`config.mk`:
```
export PLATFORM = sky130hd
export DESIGN_NAME = pperl_alu
export DESIGN_NICKNAME = d
export VERILOG_FILES = /design/src/hw/rtl/pperl_pkg.sv /design/src/hw/rtl/pperl_alu.sv
export SDC_FILE = /design/constraint.sdc
export NUM_CORES = 1
export LEC_CHECK = 0
export BUFFER_PORTS_ARGS = -buffer_cell sky130_fd_sc_hd__clkbuf_2
export CORE_ASPECT_RATIO = 0.8
export CORE_MARGIN = 8
export CORE_UTILIZATION = 50
export DETAILED_ROUTE_END_ITERATION = 16
export PLACE_DENSITY_LB_ADDON = 0.2
export SYNTH_ARGS = -nofsm -noshare
export SYNTH_HDL_FRONTEND = slang
export SYNTH_SLANG_ARGS = --single-unit
```
`constraint.sdc`:
```
create_clock -name vclk -period 13.2
set_input_delay 3.96 -clock vclk [all_inputs]
set_output_delay 3.96 -clock vclk [all_outputs]
set_load 0.02 [all_outputs]
```
`src/hw/rtl/pperl_pkg.sv`:
```
// Shared types and codes for the per-player event rate limiter.
package pperl_pkg;

   localparam int TICK_W = 64;

   typedef logic [TICK_W-1:0] tick_type;

   // item kinds
   typedef enum logic [1:0] {
      KIND_ATTEMPT = 2'd0,
      KIND_QUERY   = 2'd1,
      KIND_SUCCESS = 2'd2,
      KIND_CLEAR   = 2'd3
   } kind_type;

   // configuration register indexes
   localparam logic [1:0] CSR_INITIAL_DELAY  = 2'd0;
   localparam logic [1:0] CSR_CHECK_INTERVAL = 2'd1;
   localparam logic [1:0] CSR_MINIMUM_GAP    = 2'd2;

   // shared adder operation
   typedef enum logic {
      ALU_ADD = 1'b0,
      ALU_SUB = 1'b1
   } alu_op_type;

   // adder result: carry is overflow on add, a >= b on subtract
   typedef struct packed {
      logic     carry;
      tick_type sum;
      tick_type sat;
   } alu_res_type;

   // table port controls
   typedef struct packed {
      logic rd_en;
      logic rec_we;
      logic cool_we;
      logic clear_all;
   } tbl_ctl_type;

endpackage

```
`src/hw/rtl/pperl_alu.sv`:
```
// Shared 64-bit add / compare unit with saturation.
module pperl_alu import pperl_pkg::*; (
   input  tick_type    a,
   input  tick_type    b,
   input  alu_op_type  op,
   output alu_res_type res
);

   logic [TICK_W:0] sum_wide;
   tick_type        b_eff;

   // subtract as a + ~b + 1, carry out means no borrow
   always_comb begin
      b_eff    = (op == ALU_SUB) ? ~b : b;
      sum_wide = {1'b0, a} + {1'b0, b_eff} + {{TICK_W{1'b0}}, (op == ALU_SUB)};
      res.carry = sum_wide[TICK_W];
      res.sum   = sum_wide[TICK_W-1:0];
      res.sat   = sum_wide[TICK_W] ? '1 : sum_wide[TICK_W-1:0];
   end

endmodule

```
==> results.toml <==
[synth]
ys_top_cells_by_count = "85 x a21oi_1, 83 x xor2_1, 69 x ha_1"
syn_area_um2 = 5040
syn_nets = 928
synthTopCellsByArea = "ha_1 17%, xor2_1 14%, a21oi_1 8.4%"
synthMostInstantiatedCell = "a21oi_1"
yosysWarnings = 0
avgSynthCellArea_um2 = 6.91
ys_seq_area_share_pct = 0
synth_top_area_share_pct = 17.1
synth.distinct_cells = 62
postSynthCellCount = 729
synth_area_leader_cell = "ha_1"

[detailed_routing]
dr.pass1.iters = 5
wl_per_cell_um = 16.4
drc = 0
ant_nets = 0
wirelength_mm = 18.0
drt-initial-drc-count = 431
routed_via_density = 5.61
vias = 6172

[layout]
nets = 1165
ff_latch_area_um2 = 0
drive_gt1_share_pct = 28.4
clkbuf_count = 0
syn2layout_area_growth_pct = 26.6
num_antenna_cells = 0
nFlopsAndLatches = 0
final_area_um2 = 6380
final_cells = 1100

[grt]
grt_pass1_vias = 5934
antenna_found_initial = 0
grt_start_max_net_pins = 51
grt_overflow = 0
grt_pass1_wl_mm = 28.7
grt.total_usage_pct = 24.8

[pwr]
leakage_nw = 3.41
power_density_nw_per_um2 = 112
max-vdd-ir-drop_uv = 64.7

[sta]
slew_headroom_pct = 52.7
worst_pin_slew_ns = 0.702
finalHoldViolations = 0
setup_tns_ns = 0
period_needed_ns = 11.94
drv_slew = 0
fin_crit_sh_pct = 90.4
setup_violations = 0
grt_setup_unrepaired = "false"
fmax_ghz = 0.0838

[job]
cap_viol_max_count = 0

[critical_path]
worst_ep_arrival_time_ns = 7.98
start_kind = "input port"
required_ns = 9.24
crit_fanout = 50
endpoint_kind = "output pin"
crit_type = "input port to output pin"

[place]
gp_congestion = 0.979
io_buffer_count = 258
placedCellCount = 1100
place_area_um2 = 6380
hpwl_mm = 15.8

[floorplan]
coreArea_um2 = 9730
die_h_um = 106
die_w_um = 128
die_area_um2 = 13600
start_util_pct = 51.8
io_pins = 258
num_rows = 32

[min_path]
hold_start = "a[0]"
whs_path_depth = 3
hold_path_end = "res[64]"
worstHoldPathType = "input port to output pin"

[cts]
cts-resized-gates = 0
cts_setup_buffers = 0
hold_buffers = 0

[run_status]
status = "finished, final reports clean"
==> cells in the final DEF (no fill, tap or decap), types with 3 or more instances in the layout <==
cell type  count
clkbuf_2     257
a21oi_1       85
xor2_1        83
ha_1          69
nand2_1       57
a21o_1        49
o21ai_0       48
or2_1         45
nor2_1        44
xnor2_1       30
inv_1         22
o21bai_1      19
nand3_1       14
nand4_1       12
and2_1         9
nor3_1         9
and3_1         7
o2111ai_1      7
a31oi_1        6
or3_1          6
nand2b_1       5
o211ai_1       5
o21a_1         5
a21boi_0       5
o31ai_1        4
a211oi_1       4
or2_2          4
or2b_1         4
buf_4          4
mux2i_1        3
nor2b_1        3
and3b_1        3
o211a_1        3
==> kinds of logic after synthesis <==
group | after synthesis | synth area share, %
adder cells (fa/ha/maj) | 70 | 17.5
AND/OR/NAND/NOR | 231 | 23.6
multiplexers | 4 | 0.819
XOR/XNOR | 113 | 19.6
buffers and inverters | 49 | 4.69
AO/OA/AOI/OAI | 262 | 33.7
==> routing by layer <==
metal	up-vias	wire [um]	GRT usage, %
li1	3108	-	-
met1	2786	8110	32.9
met2	262	7940	40.7
met3	16	1780	5.34
met4	0	203	3.39
met5	-	0	0
==> power by group <==
part | internal [mW] | total, mW | leakage, nW | switching (mW)
Clock | 0 | 0 | 0 | 0
Combinational | 0.254 | 0.713 | 3.41 | 0.460
Sequential | 0 | 0 | 0 | 0
Total | 0.254 | 0.713 | 3.41 | 0.460
==> worst max-delay path: stages <==
cell and delay [ns]:
buf_4 0.37, buf_4 0.43, xor2_1 0.13, ha_1 0.37
nand2_1 0.10, or3_1 0.38, a211oi_1 0.35, o2111ai_1 0.23
a2111o_1 0.54, a21oi_1 0.27, o22ai_4 0.14, inv_4 0.34
or2_1 0.17, clkbuf_2 0.17
==> worst max path at each step <==
stage | startpoint | to | slack [ns] | depth (start not counted)
after floorplan | op | res[47] | 1.73 | 16
after global placement | op | res[63] | 1.34 | 14
after detailed placement | op | res[23] | 1.30 | 14
after CTS | op | res[23] | 1.28 | 14
after global routing | op | res[63] | 0.93 | 14
final | op | res[25] | 1.26 | 14
==> area by class of cell <==
type	count	area (um^2)
Inverter	23	88.8
Timing Repair Buffer	261	1320
Fill cell	977	3350
Multi-Input combinational cell	680	4800
Tap cell	136	170
==> metrics by stage <==
step           hold slack (ns)  total power, mW  util [%]  worst slack (ns)
2_1_floorplan             8.05            0.493         -              1.73
3_3_place_gp              8.25            0.706      65.5              1.34
3_5_place_dp              8.25            0.710      65.5              1.30
4_1_cts                   8.25            0.713      65.5              1.28
5_1_grt                   8.28            0.771      65.5             0.929
6_report                  8.25            0.713      65.5              1.26
No activity file was read; power rests on OpenSTA's default activity.
